**src/hw/rtl/uer_pkg.sv**
```systemverilog
// ----------------------------------------------------------------------------
// uer_pkg: shared definitions of the ultrasonic echo ranger
// Opcodes, register indexes, arithmetic constants and the command, status
// and result types shared between the controller, datapath and top level.
// ----------------------------------------------------------------------------
package uer_pkg;

  localparam int STAMP_BITS = 32;

  localparam int CFG_DATA_W = 17;
  localparam int CFG_IDX_W  = 2;

  localparam logic [1:0] OP_TRIGGER  = 2'd0;
  localparam logic [1:0] OP_CAPTURE  = 2'd1;
  localparam logic [1:0] OP_OVERFLOW = 2'd2;
  localparam logic [1:0] OP_TICK     = 2'd3;

  localparam logic [CFG_IDX_W-1:0] REG_WRAP_COUNT    = 2'd0;
  localparam logic [CFG_IDX_W-1:0] REG_TIMEOUT_MS    = 2'd1;
  localparam logic [CFG_IDX_W-1:0] REG_OPEN_DISTANCE = 2'd2;

  localparam logic [16:0] WRAP_RESET    = 17'd65535;
  localparam logic [9:0]  TIMEOUT_RESET = 10'd60;
  localparam logic [15:0] OPEN_RESET    = 16'd45000;

  localparam int DIST_LIMIT = 45000;
  // Smallest width whose scaled distance exceeds the limit.
  localparam int SAT_WIDTH  = (DIST_LIMIT * 10 + 10 + 16) / 17;
  localparam int SMALL_W    = 15;
  localparam int SCALED_W   = 19;
  localparam int RECIP_SHIFT = 22;
  localparam int RECIP      = (1 << RECIP_SHIFT) / 10 + 1;

  typedef logic [STAMP_BITS-1:0] stamp_t;

  typedef struct packed {
    logic latch;
    logic exec;
    logic mul;
    logic sub;
    logic scale;
    logic div;
    logic load_out;
  } cmd_t;

  typedef struct packed {
    logic second_edge;
  } status_t;

  typedef struct packed {
    logic [15:0] distance;
    logic        measure_done;
    logic        timed_out;
    logic        trigger_fired;
    logic        busy_res;
    logic        edge_phase;
  } out_item_t;

endpackage

```
**src/hw/rtl/uer_if.sv**
```systemverilog
// ----------------------------------------------------------------------------
// uer_if: stream channels of the ultrasonic echo ranger
// Valid/ready channels for timer events and for ranging results.
// ----------------------------------------------------------------------------
interface uer_in_if;
  logic        valid;
  logic        ready;
  logic [1:0]  opcode;
  logic [15:0] capture_value;

  modport source (output valid, output opcode, output capture_value, input ready);
  modport sink (input valid, input opcode, input capture_value, output ready);
endinterface

interface uer_out_if;
  logic        valid;
  logic        ready;
  logic [15:0] distance;
  logic        measure_done;
  logic        timed_out;
  logic        trigger_fired;
  logic        busy_res;
  logic        edge_phase;

  modport source (output valid, output distance, output measure_done, output timed_out,
                  output trigger_fired, output busy_res, output edge_phase, input ready);
  modport sink (input valid, input distance, input measure_done, input timed_out,
                input trigger_fired, input busy_res, input edge_phase, output ready);
endinterface

```
**src/hw/rtl/uer_ctrl.sv**
```systemverilog
// ----------------------------------------------------------------------------
// uer_ctrl: sequencing controller
// Accepts one event, steps the datapath through the event update or the
// distance computation, and hands the result to the output register.
// ----------------------------------------------------------------------------
module uer_ctrl (
  input  logic             clk,
  input  logic             rst_n,
  input  logic             in_valid,
  output logic             in_ready,
  output logic             out_valid,
  input  logic             out_ready,
  input  uer_pkg::status_t status,
  output uer_pkg::cmd_t    cmd
);

  localparam logic [2:0] S_IDLE  = 3'd0;
  localparam logic [2:0] S_EXEC  = 3'd1;
  localparam logic [2:0] S_MUL   = 3'd2;
  localparam logic [2:0] S_SUB   = 3'd3;
  localparam logic [2:0] S_SCALE = 3'd4;
  localparam logic [2:0] S_DIV   = 3'd5;
  localparam logic [2:0] S_OUT   = 3'd6;

  logic [2:0] state_r, state_nxt;
  logic       out_valid_r, out_valid_nxt;

  assign in_ready  = (state_r == S_IDLE);
  assign out_valid = out_valid_r;

  always_comb begin
    state_nxt     = state_r;
    out_valid_nxt = out_valid_r;
    cmd           = '0;
    if (out_valid_r && out_ready) begin
      out_valid_nxt = 1'b0;
    end
    case (state_r)
      S_IDLE: begin
        if (in_valid) begin
          cmd.latch = 1'b1;
          state_nxt = S_EXEC;
        end
      end
      S_EXEC: begin
        if (status.second_edge) begin
          state_nxt = S_MUL;
        end else begin
          cmd.exec  = 1'b1;
          state_nxt = S_OUT;
        end
      end
      S_MUL: begin
        cmd.mul   = 1'b1;
        state_nxt = S_SUB;
      end
      S_SUB: begin
        cmd.sub   = 1'b1;
        state_nxt = S_SCALE;
      end
      S_SCALE: begin
        cmd.scale = 1'b1;
        state_nxt = S_DIV;
      end
      S_DIV: begin
        cmd.div   = 1'b1;
        state_nxt = S_OUT;
      end
      S_OUT: begin
        if (!out_valid_r || out_ready) begin
          cmd.load_out  = 1'b1;
          out_valid_nxt = 1'b1;
          state_nxt     = S_IDLE;
        end
      end
      default: begin
        state_nxt = S_IDLE;
      end
    endcase
  end

  always_ff @(posedge clk) begin
    if (!rst_n) begin
      state_r     <= S_IDLE;
      out_valid_r <= 1'b0;
    end else begin
      state_r     <= state_nxt;
      out_valid_r <= out_valid_nxt;
    end
  end

  a_accept_starts: assert property (@(posedge clk) disable iff (!rst_n)
    (in_valid && in_ready) |=> (state_r == S_EXEC))
    else $error("accepted transaction did not start execution");

  a_div_to_out: assert property (@(posedge clk) disable iff (!rst_n)
    (state_r == S_DIV) |=> (state_r == S_OUT))
    else $error("distance computation did not finish");

  a_result_from_out: assert property (@(posedge clk) disable iff (!rst_n)
    $rose(out_valid_r) |-> ($past(state_r) == S_OUT))
    else $error("result presented outside the output step");

endmodule

```
**src/hw/rtl/uer_dp.sv**
```systemverilog
// ----------------------------------------------------------------------------
// uer_dp: ranging datapath
// Holds the configuration and measurement state, applies event updates and
// computes the echo width and distance in registered steps.
// ----------------------------------------------------------------------------
module uer_dp (
  input  logic                               clk,
  input  logic                               rst_n,
  input  logic                               cfg_we,
  input  logic [uer_pkg::CFG_IDX_W-1:0]      cfg_index,
  input  logic [uer_pkg::CFG_DATA_W-1:0]     cfg_data,
  input  logic [1:0]                         in_opcode,
  input  logic [15:0]                        in_capture_value,
  input  uer_pkg::cmd_t                      cmd,
  output uer_pkg::status_t                   status,
  output uer_pkg::out_item_t                 out_item
);

  logic [16:0]  wrap_r;
  logic [9:0]   timeout_r;
  logic [15:0]  open_r;

  logic [1:0]   op_r;
  logic [15:0]  cap_r;
  logic         phase_r;
  logic [15:0]  rise_r;
  logic [15:0]  ovf_r;
  logic         pending_r;
  logic [15:0]  elapsed_r;
  logic [15:0]  dist_r;
  logic         done_r, tout_r, fired_r;

  logic [32:0]                      prod_r;
  uer_pkg::stamp_t                  width_r;
  logic                             sat_r;
  logic [uer_pkg::SCALED_W-1:0]     scaled_r;
  uer_pkg::out_item_t               out_r;

  logic [15:0]                      el_inc;
  logic [2*uer_pkg::SCALED_W-1:0]   qprod;

  assign status.second_edge = (op_r == uer_pkg::OP_CAPTURE) && phase_r;
  assign out_item = out_r;

  assign el_inc = (elapsed_r == 16'hFFFF) ? elapsed_r : elapsed_r + 16'd1;
  assign qprod  = {{uer_pkg::SCALED_W{1'b0}}, scaled_r}
                * (2*uer_pkg::SCALED_W)'(uer_pkg::RECIP);

  always_ff @(posedge clk) begin
    if (!rst_n) begin
      wrap_r    <= uer_pkg::WRAP_RESET;
      timeout_r <= uer_pkg::TIMEOUT_RESET;
      open_r    <= uer_pkg::OPEN_RESET;
    end else if (cfg_we) begin
      case (cfg_index)
        uer_pkg::REG_WRAP_COUNT:    wrap_r    <= cfg_data;
        uer_pkg::REG_TIMEOUT_MS:    timeout_r <= cfg_data[9:0];
        uer_pkg::REG_OPEN_DISTANCE: open_r    <= cfg_data[15:0];
        default: begin
        end
      endcase
    end
  end

  always_ff @(posedge clk) begin
    if (!rst_n) begin
      phase_r   <= 1'b0;
      rise_r    <= '0;
      ovf_r     <= '0;
      pending_r <= 1'b0;
      elapsed_r <= '0;
      dist_r    <= '0;
      done_r    <= 1'b0;
      tout_r    <= 1'b0;
      fired_r   <= 1'b0;
    end else begin
      if (cmd.latch) begin
        done_r  <= 1'b0;
        tout_r  <= 1'b0;
        fired_r <= 1'b0;
      end
      if (cmd.exec) begin
        case (op_r)
          uer_pkg::OP_TRIGGER: begin
            if (!pending_r) begin
              pending_r <= 1'b1;
              elapsed_r <= '0;
              fired_r   <= 1'b1;
            end
          end
          uer_pkg::OP_CAPTURE: begin
            rise_r  <= cap_r;
            ovf_r   <= '0;
            phase_r <= 1'b1;
          end
          uer_pkg::OP_OVERFLOW: begin
            ovf_r <= ovf_r + 16'd1;
          end
          default: begin
            elapsed_r <= el_inc;
            if (pending_r && (el_inc >= {6'b0, timeout_r})) begin
              dist_r    <= open_r;
              phase_r   <= 1'b0;
              ovf_r     <= '0;
              pending_r <= 1'b0;
              tout_r    <= 1'b1;
            end
          end
        endcase
      end
      if (cmd.div) begin
        dist_r    <= sat_r ? 16'(uer_pkg::DIST_LIMIT)
                           : qprod[uer_pkg::RECIP_SHIFT +: 16];
        pending_r <= 1'b0;
        phase_r   <= 1'b0;
        done_r    <= 1'b1;
      end
    end
  end

  always_ff @(posedge clk) begin
    if (cmd.latch) begin
      op_r  <= in_opcode;
      cap_r <= in_capture_value;
    end
    if (cmd.mul) begin
      prod_r <= {17'b0, ovf_r} * {16'b0, wrap_r};
    end
    if (cmd.sub) begin
      width_r <= uer_pkg::stamp_t'(cap_r) + uer_pkg::stamp_t'(prod_r)
               - uer_pkg::stamp_t'(rise_r);
    end
    if (cmd.scale) begin
      sat_r    <= width_r >= uer_pkg::stamp_t'(uer_pkg::SAT_WIDTH);
      scaled_r <= {width_r[uer_pkg::SMALL_W-1:0], 4'b0}
                + {4'b0, width_r[uer_pkg::SMALL_W-1:0]};
    end
    if (cmd.load_out) begin
      out_r.distance      <= dist_r;
      out_r.measure_done  <= done_r;
      out_r.timed_out     <= tout_r;
      out_r.trigger_fired <= fired_r;
      out_r.busy_res      <= pending_r;
      out_r.edge_phase    <= phase_r;
    end
  end

endmodule

```
**src/hw/rtl/ultrasonic_echo_ranger.sv**
```systemverilog
// ----------------------------------------------------------------------------
// ultrasonic_echo_ranger: echo pulse-width ranging from timer events
// Top level joining the sequencing controller and the ranging datapath.
// ----------------------------------------------------------------------------
// Each accepted timer event yields one result transaction. Triggers, first
// capture edges, overflow counts and millisecond ticks go from the event
// update step straight to the output step; a second capture edge is stepped
// by the controller through the overflow multiply, the width subtraction,
// the scaling by 17 and the reciprocal divide by 10, one register each,
// before its output step. One event is in flight at a time; the result sits
// in an output register, so the next event is accepted while it waits to be
// taken, and a result that is not taken stalls the following event in its
// output step.
// Configuration writes take effect at once and belong to idle periods.
module ultrasonic_echo_ranger (
  input  logic                            clk,
  input  logic                            rst_n,
  input  logic                            cfg_we,
  input  logic [uer_pkg::CFG_IDX_W-1:0]   cfg_index,
  input  logic [uer_pkg::CFG_DATA_W-1:0]  cfg_data,
  uer_in_if.sink                          in_ch,
  uer_out_if.source                       out_ch
);

  uer_pkg::cmd_t      cmd;
  uer_pkg::status_t   status;
  uer_pkg::out_item_t out_item;

  uer_ctrl u_ctrl (
    .clk       (clk),
    .rst_n     (rst_n),
    .in_valid  (in_ch.valid),
    .in_ready  (in_ch.ready),
    .out_valid (out_ch.valid),
    .out_ready (out_ch.ready),
    .status    (status),
    .cmd       (cmd)
  );

  uer_dp u_dp (
    .clk              (clk),
    .rst_n            (rst_n),
    .cfg_we           (cfg_we),
    .cfg_index        (cfg_index),
    .cfg_data         (cfg_data),
    .in_opcode        (in_ch.opcode),
    .in_capture_value (in_ch.capture_value),
    .cmd              (cmd),
    .status           (status),
    .out_item         (out_item)
  );

  assign out_ch.distance      = out_item.distance;
  assign out_ch.measure_done  = out_item.measure_done;
  assign out_ch.timed_out     = out_item.timed_out;
  assign out_ch.trigger_fired = out_item.trigger_fired;
  assign out_ch.busy_res      = out_item.busy_res;
  assign out_ch.edge_phase    = out_item.edge_phase;

endmodule

```
**src/flat_wrapper.sv**
```systemverilog
// flat-port wrapper written by rule: the top's interface ports become plain ports
module ultrasonic_echo_ranger_flat 
  (clk, rst_n, cfg_we, cfg_index, cfg_data, in_ch_valid, in_ch_opcode, in_ch_capture_value, in_ch_ready, out_ch_valid, out_ch_distance, out_ch_measure_done, out_ch_timed_out, out_ch_trigger_fired, out_ch_busy_res, out_ch_edge_phase, out_ch_ready);
  uer_in_if in_ch_i ();
  uer_out_if out_ch_i ();
  input  logic clk;
  input  logic rst_n;
  input  logic cfg_we;
  input  logic [uer_pkg::CFG_IDX_W-1:0] cfg_index;
  input  logic [uer_pkg::CFG_DATA_W-1:0] cfg_data;
  input wire logic [$bits(in_ch_i.valid)-1:0] in_ch_valid;
  input wire logic [$bits(in_ch_i.opcode)-1:0] in_ch_opcode;
  input wire logic [$bits(in_ch_i.capture_value)-1:0] in_ch_capture_value;
  output wire logic [$bits(in_ch_i.ready)-1:0] in_ch_ready;
  output wire logic [$bits(out_ch_i.valid)-1:0] out_ch_valid;
  output wire logic [$bits(out_ch_i.distance)-1:0] out_ch_distance;
  output wire logic [$bits(out_ch_i.measure_done)-1:0] out_ch_measure_done;
  output wire logic [$bits(out_ch_i.timed_out)-1:0] out_ch_timed_out;
  output wire logic [$bits(out_ch_i.trigger_fired)-1:0] out_ch_trigger_fired;
  output wire logic [$bits(out_ch_i.busy_res)-1:0] out_ch_busy_res;
  output wire logic [$bits(out_ch_i.edge_phase)-1:0] out_ch_edge_phase;
  input wire logic [$bits(out_ch_i.ready)-1:0] out_ch_ready;
  assign in_ch_i.valid = in_ch_valid;
  assign in_ch_i.opcode = in_ch_opcode;
  assign in_ch_i.capture_value = in_ch_capture_value;
  assign in_ch_ready = in_ch_i.ready;
  assign out_ch_valid = out_ch_i.valid;
  assign out_ch_distance = out_ch_i.distance;
  assign out_ch_measure_done = out_ch_i.measure_done;
  assign out_ch_timed_out = out_ch_i.timed_out;
  assign out_ch_trigger_fired = out_ch_i.trigger_fired;
  assign out_ch_busy_res = out_ch_i.busy_res;
  assign out_ch_edge_phase = out_ch_i.edge_phase;
  assign out_ch_i.ready = out_ch_ready;
  ultrasonic_echo_ranger u_core (.clk(clk), .rst_n(rst_n), .cfg_we(cfg_we), .cfg_index(cfg_index), .cfg_data(cfg_data), .in_ch(in_ch_i), .out_ch(out_ch_i));
endmodule
```
**config.mk**
```make
export PLATFORM = sky130hd
export DESIGN_NAME = ultrasonic_echo_ranger_flat
export DESIGN_NICKNAME = d
export VERILOG_FILES = /design/src/hw/rtl/uer_pkg.sv /design/src/hw/rtl/uer_if.sv /design/src/hw/rtl/uer_ctrl.sv /design/src/hw/rtl/uer_dp.sv /design/src/hw/rtl/ultrasonic_echo_ranger.sv /design/src/flat_wrapper.sv
export SDC_FILE = /design/constraint.sdc
export NUM_CORES = 2
export LEC_CHECK = 0
export ABC_CLOCK_PERIOD_IN_PS = 12500
export BUFFER_PORTS_ARGS = -buffer_cell sky130_fd_sc_hd__clkbuf_2
export CAP_MARGIN = 25
export CORE_UTILIZATION = 30
export CTS_CLUSTER_SIZE = 8
export DETAILED_ROUTE_END_ITERATION = 8
export GPL_TIMING_DRIVEN = 0
export SYNTH_ARGS = -nofsm -noshare
export SYNTH_HDL_FRONTEND = slang
export SYNTH_HIERARCHICAL = 1
export SYNTH_SLANG_ARGS = --single-unit
```
**constraint.sdc**
```tcl
create_clock -name clk -period 12.5 [get_ports clk]
set_input_delay 2.5 -clock clk [delete_from_list [all_inputs] [get_ports clk]]
set_output_delay 2.5 -clock clk [all_outputs]
set_load 0.02 [all_outputs]
```
# Word-level counts from Yosys, hierarchy flattened
# Cells that the tools add are included.
dict set report word_totals {
  reg_bits 239
}
dict set report classes {
  n_mux 40
  add_sub_neg 5
  mul 2
  reduce_logical 28
  bitwise 4
  order_cmp 2
  eq_ne 15
}
# operator n
set op_table {}
lappend op_table {{$mux 16} 8}
lappend op_table {{$pmux 16 s3} 1}
lappend op_table {{$mul 19x19->38 const B} 1}
lappend op_table {{$add 16x1->16 const B} 2}
lappend op_table {{$add 16x32->32} 1}
lappend op_table {{$ge 32x15->1 const B} 1}
lappend op_table {{$mul 16x17->32} 1}
lappend op_table {{$pmux 16 s2} 1}
lappend op_table {{$sub 32x16->32} 1}
lappend op_table {{$mux 1} 24}
lappend op_table {{$pmux 3 s7} 1}
lappend op_table {{$add 19x15->19} 1}
lappend op_table {{$eq 16x16->1 const B} 1}
lappend op_table {{$ge 16x10->1} 1}
lappend op_table {{$reduce_and 3->1} 5}
lappend op_table {{$reduce_and 2->1} 5}
lappend op_table {{$reduce_bool 2->1} 5}
lappend op_table {{$eq 3x3->1 const B} 3}
lappend op_table {{$mux 3} 3}
lappend op_table {{$eq 3x2->1 const B} 2}
lappend op_table {{$ne 2x2->1 const B} 3}
lappend op_table {{$reduce_or 2->1} 3}
lappend op_table {{$eq 2x1->1 const B} 2}
lappend op_table {{$eq 2x2->1 const B} 2}
lappend op_table {{11 further kinds} 18}

# Depth between registers and ports, before layout
dict set report depth {
  word_depth 8
  ltp_mapped 25
}

# Hierarchy
# The synthesis kept the hierarchy.
# module area_per_inst_um2 seq_area_each_um2 cells_per_inst n_inst
set modules_own_cells {}
lappend modules_own_cells {uer_dp 26940.8 5935.7 2859 1}
lappend modules_own_cells {uer_ctrl 254.0 80.1 33 1}

# Worst setup path after synthesis
# OpenSTA, ideal clock, no wires.
dict set report synth_timing {
  kind {reg2reg}
  startpoint {register u_core.u_dp.ovf_r[2]}
  endpoint {register u_core.u_dp.prod_r[30], data pin}
  arrival_ns 6.119
  synth_period_minus_slack_ns 6.377
  required_ns 12.242
  path_slack_ns 6.123
  stages_incl_launch_ff 22
  path_buffers 2
  setup_time_ns 0.258
  path_cell_list {dfxtp_1 clkbuf_1 clkbuf_1 nand2_1 fa_1 fa_1 fa_1 inv_1 fa_1 fa_1 inv_1 fa_1 inv_1 ha_1 and3_1 nand2_1 o31ai_1 a41oi_1 o311ai_0 a31o_2 a21oi_1 xnor2_1}
}
dict set report synth_via {
  elab_chain_len 1
}
# item line
set synth_lines {}
lappend synth_lines {{from (decl)} uer_dp.sv:27} ;# logic [15:0] ovf_r;
lappend synth_lines {{from (signal assigned)} uer_dp.sv:97} ;# ovf_r <= ovf_r + 16'd1;
lappend synth_lines {{$mul 16x17->32} uer_dp.sv:127} ;# prod_r <= {17'b0, ovf_r} * {16'b0, wrap_r};
lappend synth_lines {{to (signal assigned)} uer_dp.sv:127}
lappend synth_lines {{to (decl)} uer_dp.sv:33} ;# logic [32:0] prod_r;
# No other way between the ends.
# A chain may end at the register's enable or synchronous reset.

# Worst setup path in the final report
dict set report layout_timing {
  startpoint {register u_core.u_dp.ovf_r[3]}
  endpoint {register u_core.u_dp.prod_r[30], data pin}
}
# The elaborated chain is that of the path after synthesis.

==> summary.md <==
The count of flip-flops with a built-in enable after synthesis was 123. Worst hold path class: flop to flop. STA classifies the critical path endpoint as a flop. Worst IR drop on VDD: 0.000357 V. The logs give 6020 µm² for the flip-flop and latch area and 0 for the number of gates resized after CTS.

Using the TritonRoute via totals, the vias-per-cell ratio works out to 4.62. At the end of routability-driven placement, the weighted congestion stood at 0.892. After synthesis, the cell types taking the most area are sky130_fd_sc_hd__fa_1 26%, sky130_fd_sc_hd__ha_1 15%, sky130_fd_sc_hd__edfxtp_1 14%, sky130_fd_sc_hd__dfxtp_1 8.5%, sky130_fd_sc_hd__inv_1 8.4%.

The tools report the initial antenna violation count as 2. The clock-pin transition on the worst setup and hold timing paths was 0.05 ns. The number of buffers inserted for hold repair after clock tree synthesis came out at 0. The fraction of post-synthesis cell area in the top cell type by area is 25.8%. Static timing analysis puts the maximum clock frequency at 0.128 GHz.

The share of the clock period used by the worst path after layout was 62.5%; the worst setup slack after layout was 4.69 ns. For the pin with the worst max-slew slack, the measured transition is 1.02 ns. The via total after detailed routing was 19411. The most used flip-flop cell after synthesis is sky130_fd_sc_hd__edfxtp_1. The die covers 91900 µm². The synthesis-to-finish area growth came out at 11.0%. Once detail routing completed, the nets flagged for antenna violations numbered 0.

Entering global routing, the biggest net connects 34 pins. Global routing used 14.6% of the available tracks. The area of placed instances was 29100 µm²; the part of the Yosys area used for sequential elements was 22.1%. Kind of start point of the critical path: a flop. The total inserted antenna cells was 0.

The tools report the leakage power as 14.4 nW. The tools report the cell at the root of the clock tree as sky130_fd_sc_hd__clkbuf_16. The final critical delay including setup and external delays came out at 7.81 ns. The total power divided by cell area was 176 nW/µm²; the total power after layout was 5.33 mW.

The critical path in this run is classified as flop to flop. The tools report the met2 wirelength from detailed routing as 31.9 mm. Setup repair after global routing left no endpoint under its margin.

The net count of the finished layout is 3717. The die is 303 µm tall. The logs give 89900 µm² for the total core area and 0 for the final setup violation count. Insertion delay of the later-clocked pin in the worst-skew pair: 0.56 ns. During synthesis, Yosys emitted a total of 6 warnings. When the netlist entered floorplanning its net count stood at 3609. The post-route netlist has 5.33% of its cells at a drive strength greater than 1. The tools report the number of DRC markers in iteration 0 as 1078.

The largest area contributor in the synthesized netlist was sky130_fd_sc_hd__fa_1. The logs give 37 for the number of buffers created by CTS and 0.0314 ns for the final clock skew. Count of input and output buffers: 64.

Summing all multi-input logic gate instances after layout gives 18500 µm². The logs give 54.0 mm for the detailed placement HPWL and 28.7 mm for the wire length on met1. STA puts the critical path data required time at 12.77 ns.

The clock tree synthesis step divided the H-tree into 2 levels. The tools report the hold violation count in the final report as 0. For this run, asynchronously set or reset flops after synthesis account for 0%. In this run the mean area of a mapped cell was 9.40 µm². Timing analysis after detailed placement gives a worst setup slack of 4.79 ns. The highest metal layer carrying signal wires in the routed design is met5. The data arrival time of the critical path is 8.09 ns. The most common cell after layout, fill and taps aside was sky130_fd_sc_hd__inv_1. The number of setup buffers added after CTS is 0. The end-of-flow core utilization came out at 33.6%. The via count of the first global-routing pass was 19498; the number of cells in the design after placement was 4137. The synthesized area came out at 27200 µm².

Wires add up to 65.4 mm. The effective utilization at floorplan is 30.3%, and the wire length of the first global-routing pass is 105 mm. The layout filler cell count was 9283; the synthesized netlist cell count was 2892. The number of rows created at floorplan came out at 110. In this run the worst path has a maximum fanout of 10.

The number of different library cells used by synthesis comes to 79. Across all hold checks on the routed design, the worst slack comes to 0.423 ns. Global routing finished with a remaining overflow of 0.

After routing, the total negative slack on setup checks comes to 0 ns. The max-capacitance violation count is 0. TritonCTS built the clock tree. In this run the count of I/O pins placed on the die edge is 65. The number of max-slew violations in the final report was 0; the post-synthesis register bit count was 239.

The average wire per standard cell was 15.6 µm; the deepest clock path buffer count was 3. The finished cells cover 30200 µm². The relative slew slack was 31.9%; the first-pass iteration count of the detailed router was 5. The wire length on met3 is 3.29 mm, and the total DRC errors in the routed layout is 0.

The count of cells in the finished layout, fillers not included, comes to 4199. The top cell types in the final layout, fill and taps aside, are 607 x sky130_fd_sc_hd__inv_1, 351 x sky130_fd_sc_hd__fa_1, 339 x sky130_fd_sc_hd__nand2_1, 324 x sky130_fd_sc_hd__ha_1, 135 x sky130_fd_sc_hd__and2_1. The overall die width was 303 µm.

The tree built by TritonCTS fans out to 239 sinks. The flow ran to the end, and the final reports show no timing, DRC or antenna violations.
==> sequential cells by signal (all words and copies together), names as in the netlist, 16 cells and up <==
| name | cells |
|---|---|
| u_core/u_dp/width_r | 32 |
| u_core/u_dp/dist_r | 16 |
| u_core/u_dp/open_r | 16 |
| u_core/u_dp/ovf_r | 16 |
| u_core/u_dp/out_item | 21 |
| u_core/u_dp/scaled_r | 19 |
| u_core/u_dp/rise_r | 16 |
| u_core/u_dp/wrap_r | 17 |
| u_core/u_dp/prod_r | 32 |
| u_core/u_dp/elapsed_r | 16 |
| u_core/u_dp/cap_r | 16 |
==> synthesized netlist by cell type (7+ instances only) <==
library cell / instances
sky130_fd_sc_hd__nor2_1: 81
sky130_fd_sc_hd__or2_2: 11
sky130_fd_sc_hd__and3_1: 19
sky130_fd_sc_hd__o31ai_1: 7
sky130_fd_sc_hd__a22oi_1: 11
sky130_fd_sc_hd__and2_1: 135
sky130_fd_sc_hd__clkbuf_1: 82
sky130_fd_sc_hd__edfxtp_1: 123
sky130_fd_sc_hd__ha_1: 324
sky130_fd_sc_hd__nand2b_1: 21
sky130_fd_sc_hd__xnor2_1: 84
sky130_fd_sc_hd__nand3_1: 70
sky130_fd_sc_hd__a211oi_1: 13
sky130_fd_sc_hd__o21ai_0: 55
sky130_fd_sc_hd__xor2_1: 32
sky130_fd_sc_hd__mux2i_1: 10
sky130_fd_sc_hd__nand4_1: 9
sky130_fd_sc_hd__nor3_1: 27
sky130_fd_sc_hd__o211ai_1: 12
sky130_fd_sc_hd__o21bai_1: 9
sky130_fd_sc_hd__a21oi_1: 94
sky130_fd_sc_hd__nor2b_1: 27
sky130_fd_sc_hd__nand2_1: 339
sky130_fd_sc_hd__dfxtp_1: 116
sky130_fd_sc_hd__inv_1: 607
sky130_fd_sc_hd__o21a_1: 18
sky130_fd_sc_hd__fa_1: 351
sky130_fd_sc_hd__a21o_1: 40
sky130_fd_sc_hd__a21boi_0: 37
sky130_fd_sc_hd__a31oi_1: 7
==> where the power goes <==
group / switching (mW) / leakage [nW] / internal, mW / total (mW)
Clock: 0.366 / 0.533 / 0.587 / 0.953
Sequential: 0.0386 / 2.08 / 0.883 / 0.921
Combinational: 2.03 / 11.7 / 1.42 / 3.45
==> final timing paths <==
check,from,endpoint,slack [ns],cells after the start
hold / removal,u_core/u_dp/tout_r,u_core/u_dp/out_item[3],0.42,0
setup / recovery,u_core/u_dp/ovf_r[3],u_core/u_dp/prod_r[30],4.69,21
setup reg to reg,u_core/u_dp/ovf_r[3],u_core/u_dp/prod_r[30],4.69,21
hold reg to reg,u_core/u_dp/tout_r,u_core/u_dp/out_item[3],0.42,0
==> worst max-delay path: stages, from the launching register on <==
cell and delay, ns:
sky130_fd_sc_hd__dfxtp_1 0.33, sky130_fd_sc_hd__clkbuf_1 0.64, sky130_fd_sc_hd__clkbuf_1 0.47, sky130_fd_sc_hd__nand2_1 0.14
sky130_fd_sc_hd__fa_1 0.51, sky130_fd_sc_hd__fa_1 0.52, sky130_fd_sc_hd__fa_1 0.51, sky130_fd_sc_hd__inv_1 0.05
sky130_fd_sc_hd__fa_1 0.53, sky130_fd_sc_hd__fa_1 0.55, sky130_fd_sc_hd__inv_1 0.05, sky130_fd_sc_hd__fa_1 0.53
sky130_fd_sc_hd__inv_1 0.04, sky130_fd_sc_hd__ha_1 0.34, sky130_fd_sc_hd__and3_1 0.24, sky130_fd_sc_hd__nand2_1 0.07
sky130_fd_sc_hd__o31ai_1 0.59, sky130_fd_sc_hd__a41oi_1 0.36, sky130_fd_sc_hd__o311ai_0 0.60, sky130_fd_sc_hd__a31o_2 0.25
sky130_fd_sc_hd__a21oi_1 0.07, sky130_fd_sc_hd__xnor2_1 0.14
==> logic make-up (layout without fill, tap and decap cells) <==
kind of cell / Yosys count / after routing / share of synthesized area, %
XOR/XNOR: 116 / 116 / 3.74
AND/OR/NAND/NOR: 775 / 775 / 13.8
AO/OA/AOI/OAI: 365 / 365 / 9.05
multiplexers: 18 / 18 / 0.713
flip-flops: 239 / 239 / 22.1
buffers and inverters: 704 / 835 / 9.83
adder cells (fa/ha/maj): 675 / 675 / 40.7
==> routing by layer <==
metal  track usage [%]  vias to the layer above
met2              25.1                      380
met4              3.95                        2
li1                  -                     9448
met5                 0                        -
met3              2.27                       86
met1              19.1                     9495
==> cell type report <==
class / instances / area share, %
Tap cell: 1176 / 4.87
Sequential cell: 239 / 19.9
Buffer: 96 / 1.29
Multi-Input combinational cell: 1949 / 61.3
Clock inverter: 5 / 0.253
Clock buffer: 57 / 3.42
Timing Repair Buffer: 69 / 1.33
Inverter: 608 / 7.56
(Power assumes the default switching activity.)
